## src/rtl/assert_macros.svh

```systemverilog
// assertion helper macros for the p-256 montgomery multiplier
// no dependencies; included by files that carry concurrent checks
`ifndef ASSERT_MACROS_SVH
`define ASSERT_MACROS_SVH

// same-cycle implication, disabled while in reset
`define ASSERT_IMPLIES(label, clk, rst_n, ante, cons) \
    label: assert property (@(posedge clk) disable iff (!(rst_n)) (ante) |-> (cons)) \
        else $error("assertion failed: implication");

// next-cycle implication, disabled while in reset
`define ASSERT_NEXT(label, clk, rst_n, ante, cons) \
    label: assert property (@(posedge clk) disable iff (!(rst_n)) (ante) |=> (cons)) \
        else $error("assertion failed: next-cycle implication");

`endif

```

## src/rtl/mmp_pkg.sv

```systemverilog
// shared types and constants for the p-256 montgomery multiplier
// no dependencies; used by mmp_front, mmp_back and the top level
package mmp_pkg;

    localparam int LIMB_W      = 64;
    localparam int LIMBS       = 4;
    localparam int SLOT_W      = 2;
    localparam int QUEUE_DEPTH = 4;
    localparam int ACC_W       = 322;

    localparam logic [255:0] P256 =
        256'hFFFFFFFF00000001_0000000000000000_00000000FFFFFFFF_FFFFFFFFFFFFFFFF;

    typedef struct packed {
        logic [LIMB_W-1:0] a_limb;
        logic [LIMB_W-1:0] b_limb;
        logic [SLOT_W-1:0] slot;
    } t_limb_item;

endpackage

```

## src/rtl/mmp_front.sv

```systemverilog
// front part: accepts operand limbs, tags each with its slot, queues them
// depends on mmp_pkg
module mmp_front #(
    parameter int P_DEPTH = mmp_pkg::QUEUE_DEPTH
) (
    input  logic                       i_clk,
    input  logic                       i_rst_n,
    input  logic                       push,
    output logic                       full,
    input  logic [mmp_pkg::LIMB_W-1:0] i_a_limb,
    input  logic [mmp_pkg::LIMB_W-1:0] i_b_limb,
    output logic                       o_vld,
    output mmp_pkg::t_limb_item        o_item,
    input  logic                       i_take
);
    import mmp_pkg::*;

    localparam int PTR_W = (P_DEPTH > 1) ? $clog2(P_DEPTH) : 1;
    localparam int CNT_W = $clog2(P_DEPTH + 1);

    t_limb_item        r_mem [P_DEPTH];
    logic [PTR_W-1:0]  r_wr, r_rd;
    logic [CNT_W-1:0]  r_cnt;
    logic [SLOT_W-1:0] r_slot;
    logic              w_wr, w_rd;

    assign full   = (r_cnt == CNT_W'(P_DEPTH));
    assign o_vld  = (r_cnt != '0);
    assign o_item = r_mem[r_rd];
    assign w_wr   = push && !full;
    assign w_rd   = i_take && o_vld;

    always_ff @(posedge i_clk) begin
        if (w_wr) begin
            r_mem[r_wr] <= '{a_limb: i_a_limb, b_limb: i_b_limb, slot: r_slot};
        end
    end

    always_ff @(posedge i_clk) begin
        if (!i_rst_n) begin
            r_wr   <= '0;
            r_rd   <= '0;
            r_cnt  <= '0;
            r_slot <= '0;
        end else begin
            if (w_wr) begin
                r_wr   <= (r_wr == PTR_W'(P_DEPTH - 1)) ? '0 : r_wr + 1'b1;
                r_slot <= r_slot + 1'b1;
            end
            if (w_rd) begin
                r_rd <= (r_rd == PTR_W'(P_DEPTH - 1)) ? '0 : r_rd + 1'b1;
            end
            if (w_wr && !w_rd) begin
                r_cnt <= r_cnt + 1'b1;
            end else if (!w_wr && w_rd) begin
                r_cnt <= r_cnt - 1'b1;
            end
        end
    end

endmodule

```

## config.mk

```make
export PLATFORM = sky130hd
export DESIGN_NAME = mmp_front
export DESIGN_NICKNAME = d
export VERILOG_FILES = /design/src/rtl/assert_macros.svh /design/src/rtl/mmp_pkg.sv /design/src/rtl/mmp_front.sv
export SDC_FILE = /design/constraint.sdc
export NUM_CORES = 1
export LEC_CHECK = 0
export ABC_AREA = 1
export BUFFER_PORTS_ARGS = -buffer_cell sky130_fd_sc_hd__buf_2
export CAP_MARGIN = 15
export CORE_ASPECT_RATIO = 1.4
export CORE_UTILIZATION = 35
export CTS_CLUSTER_DIAMETER = 80
export CTS_CLUSTER_SIZE = 8
export DETAILED_ROUTE_END_ITERATION = 8
export GPL_TIMING_DRIVEN = 0
export HOLD_SLACK_MARGIN = 0.06
export REMOVE_ABC_BUFFERS = 1
export SETUP_SLACK_MARGIN = 0.5
export SLEW_MARGIN = 5
export SYNTH_ARGS = -nofsm -noshare
export SYNTH_HDL_FRONTEND = slang
export SYNTH_SLANG_ARGS = --single-unit
```

## constraint.sdc

```tcl
create_clock -name i_clk -period 7.7 [get_ports i_clk]
set_clock_uncertainty 0.05 [all_clocks]
set_input_delay 0.77 -clock i_clk [delete_from_list [all_inputs] [get_ports i_clk]]
set_output_delay 0.77 -clock i_clk [all_outputs]
set_load 0.01 [all_outputs]
```

==> summary.md, run 1 <==
| Metric | Value |
|---|---|
| Int Power | 6120 uW |
| Worst vdd ir | 0.209 mV |
| Final hold viol count | 0 |
| Max-cap viol count | 0 |
| Synth Area in Compound Gates | 10.9% |
| Clk pwr share | 33.7% |
| Least-Margin Pin Slew | 1.18 ns |
| CTS tree | yes |
| Simple-gate portion of the synthesized area | 5.70% |
| Reg2Reg Setup Slack | 4.92 ns |
| Status | finished clean |
| Synth top area cells | edfxtp_1 79%, nor2_1 5.2%, o21ai_0 4.9% |
| Multi-input logic area | 3410 sq um |
| Crit Reg-Reg Startpoint | r_cnt[0] |
| Met3 usage | 4.51% |
| Via/cell ratio | 5.08 |
| Core Region | 55,600 sq um |
| Final WL | 46.7 mm |
| Fmax | 241 MHz |
| Final Cell Area | 24,400 sq um |
| Fill cells | 4,962 |
| Fin crit period | 4.15 ns |
| Max transition margin | 21.4% |
| Die area | 57,700 sq um |
| Initial antenna violation count | 5 |
| Chip height | 284 um |
| Worst Path Required | 6.88 ns |
| Finished Layout Cells | 2,373 |
| Worst EP arrival | 3.33 ns |
| CP Launch Type | register |
| Fraction of layout cells with a size suffix above 1 | 23.6% |
| Post-route DRC | 0 |
| Leakage | 0.00850 uW |
| P&R area growth vs syn | 22.9% |
| Worst-case clock buffer depth | 3 |
| Pin count of the biggest net entering global routing | 261 |
| Number of stages on the worst hold path | 1 |
| Crit share post-route | 53.8% |
| Crit path max fanout | 260 |
| Reg2Reg Depth | 7 |
| WL per Instance | 19.7 um |
| Gpl congestion | 0.701 |
| NetSw | 2690 uW |
| Share of power burned in registers | 41.4% |
| Crit path kind | reg2out |
| # IOs | 264 |
| Routed Antenna Nets | 0 |
| Pwr dens | 361 nW/um^2 |
| Post-synth top area share | 78.6% |
| Detailed Place HPWL | 27.2 mm |
| Root buffer cell | clkbuf_16 |
| Final setup fails | 0 |
| H-tree depth | 3 |
| Cts hold-fix bufs | 0 |
| GRT met1 Usage | 17.5% |
| Part of the power in combinational logic | 24.9% |
| Met2 Use GR | 28.5% |
| Placed Cells | 2,276 |
| Post-CTS setup buffers | 0 |
| GR Overflow Total | 0 |
| Global route hottest layer | met2 |
| Post-synthesis sequential area ratio | 79.7% |
| IO buf count | 263 |
| Yosys cell types | 23 |
| CP Capture Type | output port |
| DR pass1 iterations | 5 |
| Num rows | 102 |
| Total GRT Usage | 16.0% |
| Setup TNS | 0 ns |
| Ys Warns | 0 |
| Largest family of logic cells by synthesized area | compound AO/OA/AOI/OAI gates |
| Post-Syn Area per Cell | 14.8 sq um |
| Final net count | 1,766 |
| Starting density of the core | 35.7% |
| FF/Latch Area | 15,800 sq um |
| First-pass GRT wire length | 69.8 mm |
| Vias | 12,100 |
| Post_cts resized | 0 |
| Switching share of power | 30.5% |
| XOR/XNOR Fraction of Synth Area | 0% |
| Mux contribution to synthesized area | 0% |
| Horiz. Die Dim | 203 um |
| Area of placed instances | 22,300 sq um |
| Min-Delay Endpoint | r_mem[0][54] |
| Hold Path Origin | i_b_limb[52] |
| R2r endpoint | r_mem[0][27] |
| Hold Crit Class | in2reg |
| CTS buffer count | 77 |
| CTS Sinks | 531 |
| #FFs+latches synth | 531 |
| Synth Instances | 1,339 |
| Synth Area in Adders | 0.479% |
| Worst-Skew Late Latency | 0.59 ns |
| Final Core Density | 43.8% |
| Number of global-route vias before repair | 12,300 |
| Initial DRC count | 580 |
| Fin. max-slew vios | 0 |
| RSZ-0062 raised after global routing | no |
| CTS clk-pin slew, worst paths | 0.05 ns |
| Leading area contributor after synthesis | edfxtp_1 |
| Mapped cell area | 19,900 sq um |
-- layer usage --
layer	share of wire, %	vias up
met5	0.11	-
met3	6.0	100
met1	39	6042
met4	3.0	8
li1	-	5615
met2	52	289
-- cell type report --
class                      instances  area share, %
antenna                            1         0.0103
clock buffer                      89           8.17
clock inverter                     7          0.415
inverter                          18          0.349
multi-input combinational        704           14.0
sequential                       531           64.9
tap                              728           3.73
timing repair buffer             295           8.39
-- worst max-delay path, cell delays in order, from the launching register on --
cell	delay [ns]
dfxtp_4	0.49
buf_12	0.25
buf_12	0.21
buf_16	0.22
inv_12	0.76
nor2_1	0.09
o22ai_1	0.43
buf_2	0.22
-- state kept, by name (all words and copies together), names as in the netlist, named ones only --
register,count
r_mem,520
r_rd,2
r_cnt,3
r_wr,2
r_slot,2
-- how the worst max path moves through the flow --
stage,startpoint,endpoint,slack [ns]
6_report,register,o_item[48],3.55
5_1_grt,register,o_item[10],3.24
4_1_cts,register,o_item[48],3.34
3_5_place_dp,register,o_item[48],3.97
3_3_place_gp,push,r_mem[2][9],-4.89
2_1_floorplan,push,r_mem[0][0],0.74
-- cells in the mapped netlist --
master / n
nor2_1: 277
inv_2: 1
inv_12: 1
edfxtp_1: 520
ha_1: 6
o21ai_0: 193
fa_1: 1
nand3_1: 3
a21oi_1: 5
dfxtp_1: 11
nand4_1: 1
buf_2: 14
nand3b_1: 1
buf_4: 1
buf_8: 1
nand2_1: 17
buf_6: 22
clkbuf_2: 5
o21ai_1: 70
inv_1: 16
clkbuf_1: 41
buf_12: 2
o22ai_1: 130
-- through the flow --
step	setup slack (ns)	total power, uW	hold slack, ns
final	3.55	8810	0.345
after global routing	3.24	9230	0.310
after CTS	3.34	8960	0.291
after detailed placement	3.97	5950	0.447
after global placement	-4.89	5960	0.434
after floorplan	0.741	4900	0.416
-- power groups by stage --
stage	clock network [uW]	registers, uW	logic (uW)
2_1_floorplan	0	3800	1100
3_3_place_gp	0	3990	1970
3_5_place_dp	0	3700	2240
4_1_cts	3060	3650	2250
5_1_grt	3150	3670	2410
6_report	2970	3650	2190
-- kinds of logic (layout without fill, tap and decap cells) --
group	count (synthesis)	in the layout
compound gates	398	398
other cells	0	1
buf+inv	104	409
flops	531	531
simple gates	299	299
fa+ha+maj	7	7
-- placed cells by master, fill, tap and decap left out, drive strengths merged --
master    n
nand2    17
a21oi     5
nand3     3
nor2    277
ha        6
nand3b    1
edfxtp  520
buf     295
fa        1
clkinv    5
clkbuf   89
inv      19
diode     1
o22ai   130
o21ai   263
bufinv    1
dfxtp    11
nand4     1
Power figures use the tool's default switching activity.
==> run 2: changes to the inputs <==
==> constraint.sdc (replaced) <==
create_clock -name i_clk -period 3.7 [get_ports i_clk]
set_clock_uncertainty 0.05 [all_clocks]
set_input_delay 0.37 -clock i_clk [delete_from_list [all_inputs] [get_ports i_clk]]
set_output_delay 0.37 -clock i_clk [all_outputs]
set_load 0.01 [all_outputs]
==> run 2 against run 1 <==
Net effect:
- critical path depth shrank 2
- global-route usage grew 1.9 points
- clock power grew 110%
- first-iteration DRC count grew 7.1%
- highest routed layer unchanged
==> summary.md, run 2 (synthesized netlist as in run 1, its figures left out) <==
| Metric | Value |
|---|---|
| H-tree depth | 3 |
| Status | finished clean |
| Commonest non-fill, non-tap cell in the layout | edfxtp_1 |
| Root buffer cell | clkbuf_16 |
| Detailed Place HPWL | 27.2 mm |
| Worst Path Required | 3.28 ns |
| Worst vdd ir | 0.436 mV |
| Met2 wire length | 27.2 mm |
| Via/cell ratio | 5.10 |
| Chip height | 284 um |
| Worst EP arrival | 2.66 ns |
| Setup TNS | 0 ns |
| # IOs | 264 |
| Fin. max-slew vios | 0 |
| Final setup fails | 0 |
| Pwr dens | 727 nW/um^2 |
| DR pass1 iterations | 5 |
| CP Capture Type | output port |
| Fin crit period | 3.08 ns |
| Hold slack | 0.145 ns |
| Hold Crit Class | in2reg |
| Num rows | 102 |
| Total power | 18,800 uW |
| Setup ws final | 0.619 ns |
| Reg2Reg Setup Slack | 0.93 ns |
| Leakage | 0.00912 uW |
| Crit path kind | reg2out |
| Least-Margin Pin Slew | 0.658 ns |
| Reg2Reg Depth | 7 |
| WL per Instance | 20.8 um |
| Core Region | 55,600 sq um |
| CP max stage delay | 0.51 ns |
| Max transition margin | 56.0% |
| Final net count | 1,904 |
| P&R area growth vs syn | 30.3% |
| RSZ-0062 raised after global routing | no |
| Die area | 57,700 sq um |
| Worst-Skew Late Latency | 0.59 ns |
| DR WL met3 | 2.73 mm |
| CP Launch Type | register |
| Wl on met1 | 20.7 mm |
| GR Overflow Total | 0 |
| Total GRT Usage | 17.9% |
| Fmax | 325 MHz |
| Fraction of layout cells with a size suffix above 1 | 22.2% |
| Fill cells | 4,847 |
| Vias | 12,800 |
| Max reg flops | 520 |
| CTS clk-pin slew, worst paths | 0.05 ns |
| CTS buffer count | 77 |
| Max-cap viol count | 0 |
| Horiz. Die Dim | 203 um |
| CP max stage cell | dfxtp_4 |
| Crit path buf inv count | 3 |
| Final hold viol count | 0 |
| CP Cell Sequence | inv_8 -> buf_16 -> o21ai_1 -> o22ai_1 -> buf_2 |
| Number of stages on the worst hold path | 4 |
| Number of global-route vias before repair | 13,300 |
| Place WS | 0.373 ns |
| Crit path max fanout | 71 |
| Starting density of the core | 35.7% |
| First-pass GRT wire length | 77.4 mm |
| CTS tree | yes |
| Top sig layer | met5 |
| CTS Sinks | 531 |
| Routed Antenna Nets | 0 |
| Min-Delay Endpoint | r_rd[1] |
| Most frequent cells in the layout | 520 x edfxtp_1, 273 x nor2_1, 263 x buf_2, 193 x o21ai_0 |
| Post-route DRC | 0 |
| Gpl congestion | 0.701 |
| Top Family by Delay on Critical Path | buffers and inverters |
| FF/Latch Area | 15,800 sq um |
| Crit Reg-Reg Startpoint | r_cnt[0] |
| Final WL | 52.2 mm |
| Reg with most FFs | r_mem |
| Largest registers | r_mem (520), r_cnt (3) |
| Pin count of the biggest net entering global routing | 72 |
| Multi-input logic area | 3410 sq um |
| IO buf count | 263 |
| R2r endpoint | r_mem[0][27] |
| Initial antenna violation count | 4 |
| Initial DRC count | 621 |
| Hold Path Origin | i_take |
| Worst-case clock buffer depth | 3 |
| Crit share post-route | 83.3% |
| Final Core Density | 46.5% |
run 2: changes by cell type in the layout (fill, tap and decap cells not counted), sizes merged:
cell         previous run  this run
dlygate4sd3             0       130
buf                   295       298
inv                    19        22
bufbuf                  0         2
run 2: area by class of cell:
cell class                 instances  area share, %
antenna                            1        0.00967
clock buffer                      89           7.70
clock inverter                     7          0.392
inverter                          18          0.353
multi-input combinational        704           13.2
sequential                       531           61.2
tap                              728           3.52
timing repair buffer             430           13.4
timing repair inverter             3          0.184
run 2: worst min-delay path: cells and delay by family:
family / cells / cell delay, ns
and+or+nand+nor: 3 / 0.29
buffers and inverters: 1 / 0.08
run 2: worst max-delay path by stage:
stage,end,from,cells after the start
after floorplan,r_mem[0][0],r_cnt[0],4
after global placement,r_mem[2][9],r_cnt[0],4
after detailed placement,o_item[48],register,7
after CTS,o_item[48],register,5
after global routing,o_item[48],register,5
final,o_item[48],register,5
run 2: layer usage:
layer | global-route usage [%] | up-vias
met3 | 3.90 | 113
met4 | 7.54 | 6
met5 | 0 | -
li1 | - | 5893
met2 | 32.5 | 378
met1 | 20.1 | 6423
run 2: power breakdown:
| part | total [uW] | internal (uW) | leakage [uW] | switching [uW] |
|---|---|---|---|---|
| logic | 5070 | 1770 | 0.00324 | 3300 |
| registers | 7550 | 7330 | 0.00486 | 214 |
| clock network | 6190 | 3810 | 0.00102 | 2380 |
| total | 18800 | 12900 | 0.00912 | 5890 |
run 2: repair_timing:
item / in CTS / in global routing
gates resized for setup: 8 / 3
hold buffers: 130 / 0
buffers inserted: 2 / 1
gates cloned: 5 / 0
endpoints found under the setup margin: 130 / 56
hold endpoints to repair: 523 / 0
run 2: metrics by stage:
| stage | instances | cell area (sq um) |
|---|---|---|
| after CTS | 2509 | 25800 |
| final | 2511 | 25900 |
| after detailed placement | 2276 | 22300 |
| after global placement | 2244 | 21500 |
| after global routing | 2511 | 25900 |
| after floorplan | 1253 | 19300 |
==> run 3: changes to the inputs <==
==> constraint.sdc (replaced) <==
create_clock -name i_clk -period 3 [get_ports i_clk]
set_clock_uncertainty 0.05 [all_clocks]
set_input_delay 0.3 -clock i_clk [delete_from_list [all_inputs] [get_ports i_clk]]
set_output_delay 0.3 -clock i_clk [all_outputs]
set_load 0.01 [all_outputs]
==> run 3 against run 2 <==
Net effect:
- wire length grew 18%
- sequential power grew 23%
- total power grew 31%
- combinational power grew 51%
- via count grew 4.0%
- worst hold slack gained 0.26 ns
==> summary.md, run 3 (synthesized netlist as in run 1, its figures left out) <==
| Metric | Value |
|---|---|
| CTS buffer count | 77 |
| Total GRT Usage | 20.9% |
| CP Launch Type | register |
| Final net count | 1,954 |
| Least-Margin Pin Slew | 0.378 ns |
| Worst-case clock buffer depth | 3 |
| Initial DRC count | 799 |
| Max reg flops | 520 |
| CP Capture Type | output port |
| Place WS | -0.257 ns |
| Core Region | 55,600 sq um |
| First-pass GRT wire length | 86.9 mm |
| WL per Instance | 24.0 um |
| Status | finished clean |
| Worst vdd ir | 0.538 mV |
| Vias | 13,300 |
| Post-route DRC | 0 |
| Gpl congestion | 0.701 |
| Max-cap viol count | 0 |
| Final hold viol count | 0 |
| GR Overflow Total | 0 |
| Final setup fails | 0 |
| CTS tree | yes |
| Fraction of layout cells with a size suffix above 1 | 24.7% |
| Num rows | 102 |
| Starting density of the core | 35.7% |
| Fill cells | 4,772 |
| Pwr dens | 916 nW/um^2 |
| Fmax | 399 MHz |
| Max transition margin | 74.8% |
| Commonest non-fill, non-tap cell in the layout | edfxtp_1 |
| Setup ws final | 0.495 ns |
| Worst Path Required | 2.65 ns |
| # IOs | 264 |
| Horiz. Die Dim | 203 um |
| Worst EP arrival | 2.16 ns |
| Crit share post-route | 83.5% |
| Fin. max-slew vios | 0 |
| Chip height | 284 um |
| Number of global-route vias before repair | 13,700 |
| Routed Antenna Nets | 0 |
| Fin crit period | 2.51 ns |
| DR pass1 iterations | 5 |
| H-tree depth | 3 |
| Worst-Skew Late Latency | 0.59 ns |
| CTS clk-pin slew, worst paths | 0.05 ns |
| Finished Layout Cells | 2,561 |
| Reg2Reg Setup Slack | 0.78 ns |
| Via/cell ratio | 5.20 |
| Root buffer cell | clkbuf_16 |
| IO buf count | 263 |
| Placed Cells | 2,276 |
| Crit path kind | reg2out |
| RSZ-0062 raised after global routing | yes |
| CTS Sinks | 531 |
| Reg with most FFs | r_mem |
| Die area | 57,700 sq um |
| Initial antenna violation count | 5 |
| Largest registers | r_mem (520), r_cnt (3) |
| Hold Crit Class | in2reg |
| Pin count of the biggest net entering global routing | 49 |
| P&R area growth vs syn | 35.0% |
| Most frequent cells in the layout | 520 x edfxtp_1, 271 x nor2_1, 260 x buf_2, 175 x o21ai_0, 132 x dlygate4sd3_1 |
| Leakage | 0.00956 uW |
| Total power | 24,600 uW |
| Final WL | 61.6 mm |
| Detailed Place HPWL | 27.2 mm |
| Crit path max fanout | 9 |
==> run 3: cell types whose count changed in the layout (fill, tap and decap cells not counted), moves of 5 or more <==
cell,before,now
inv_16,2,11
buf_12,19,24
buf_16,14,22
o21ai_0,193,175
o21ai_1,70,86
buf_4,1,16
==> run 3: what timing repair did <==
action | in CTS | in global routing
setup buffers | 24 | 2
setup endpoints to repair | 219 | 133
resized for setup | 72 | 32
hold buffers | 132 | 0
pin swaps | 11 | 4
endpoints found under the hold margin | 523 | 0
cloned | 27 | 3
==> run 3: final timing paths <==
path	from	cells after the start	to
setup / recovery	register	8	o_item[128]
hold / removal	i_a_limb[44]	2	r_mem[3][110]
setup reg to reg	r_cnt[0]	7	r_mem[0][27]
hold reg to reg	r_cnt[0]	1	r_cnt[0]
==> run 3: through the flow <==
step           utilization, %  cell area [sq um]  TNS (ns)  hold WS, ns
2_1_floorplan               -              19300  -2410.94        0.349
3_3_place_gp             38.7              21500  -5846.09        0.434
3_5_place_dp             40.1              22300     -3.79        0.447
4_1_cts                  47.9              26700         0        0.364
5_1_grt                  48.2              26800         0        0.383
6_report                 48.2              26800         0        0.404
==> run 3: routing by layer <==
metal | global-route usage [%] | vias up | routed length, um
li1 | - | 6008 | -
met1 | 23.8 | 6661 | 23700
met2 | 37.4 | 515 | 31900
met3 | 4.43 | 131 | 3770
met4 | 8.70 | 6 | 2190
met5 | 0 | - | 29
==> run 3: critical path: stages, from the launching register on <==
cell       delay, ns
dfxtp_4         0.37
buf_16          0.11
buf_16          0.12
buf_16          0.18
buf_16          0.19
clkinv_16       0.10
o21ai_0         0.20
o22ai_1         0.12
buf_2           0.16
==> run 3: area by class of cell <==
| cell class | instances | area, sq um | share of cell area, % |
|---|---|---|---|
| clock inverters | 7 | 101 | 0.378 |
| flip-flops and latches | 531 | 15800 | 59.1 |
| repair inverters | 20 | 354 | 1.32 |
| multi-input cells | 704 | 3460 | 12.9 |
| clock buffers | 89 | 1990 | 7.43 |
| diodes | 1 | 2.50 | 0.00933 |
| well taps | 728 | 911 | 3.40 |
| repair buffers | 463 | 4040 | 15.1 |
| inverters | 18 | 110 | 0.411 |
==> run 3: where the power goes <==
| group | switching, uW | internal (uW) | leakage [uW] |
|---|---|---|---|
| clock network | 2960 | 4700 | 0.00102 |
| registers | 230 | 9050 | 0.00486 |
| logic | 4870 | 2770 | 0.00368 |
| total | 8050 | 16500 | 0.00956 |
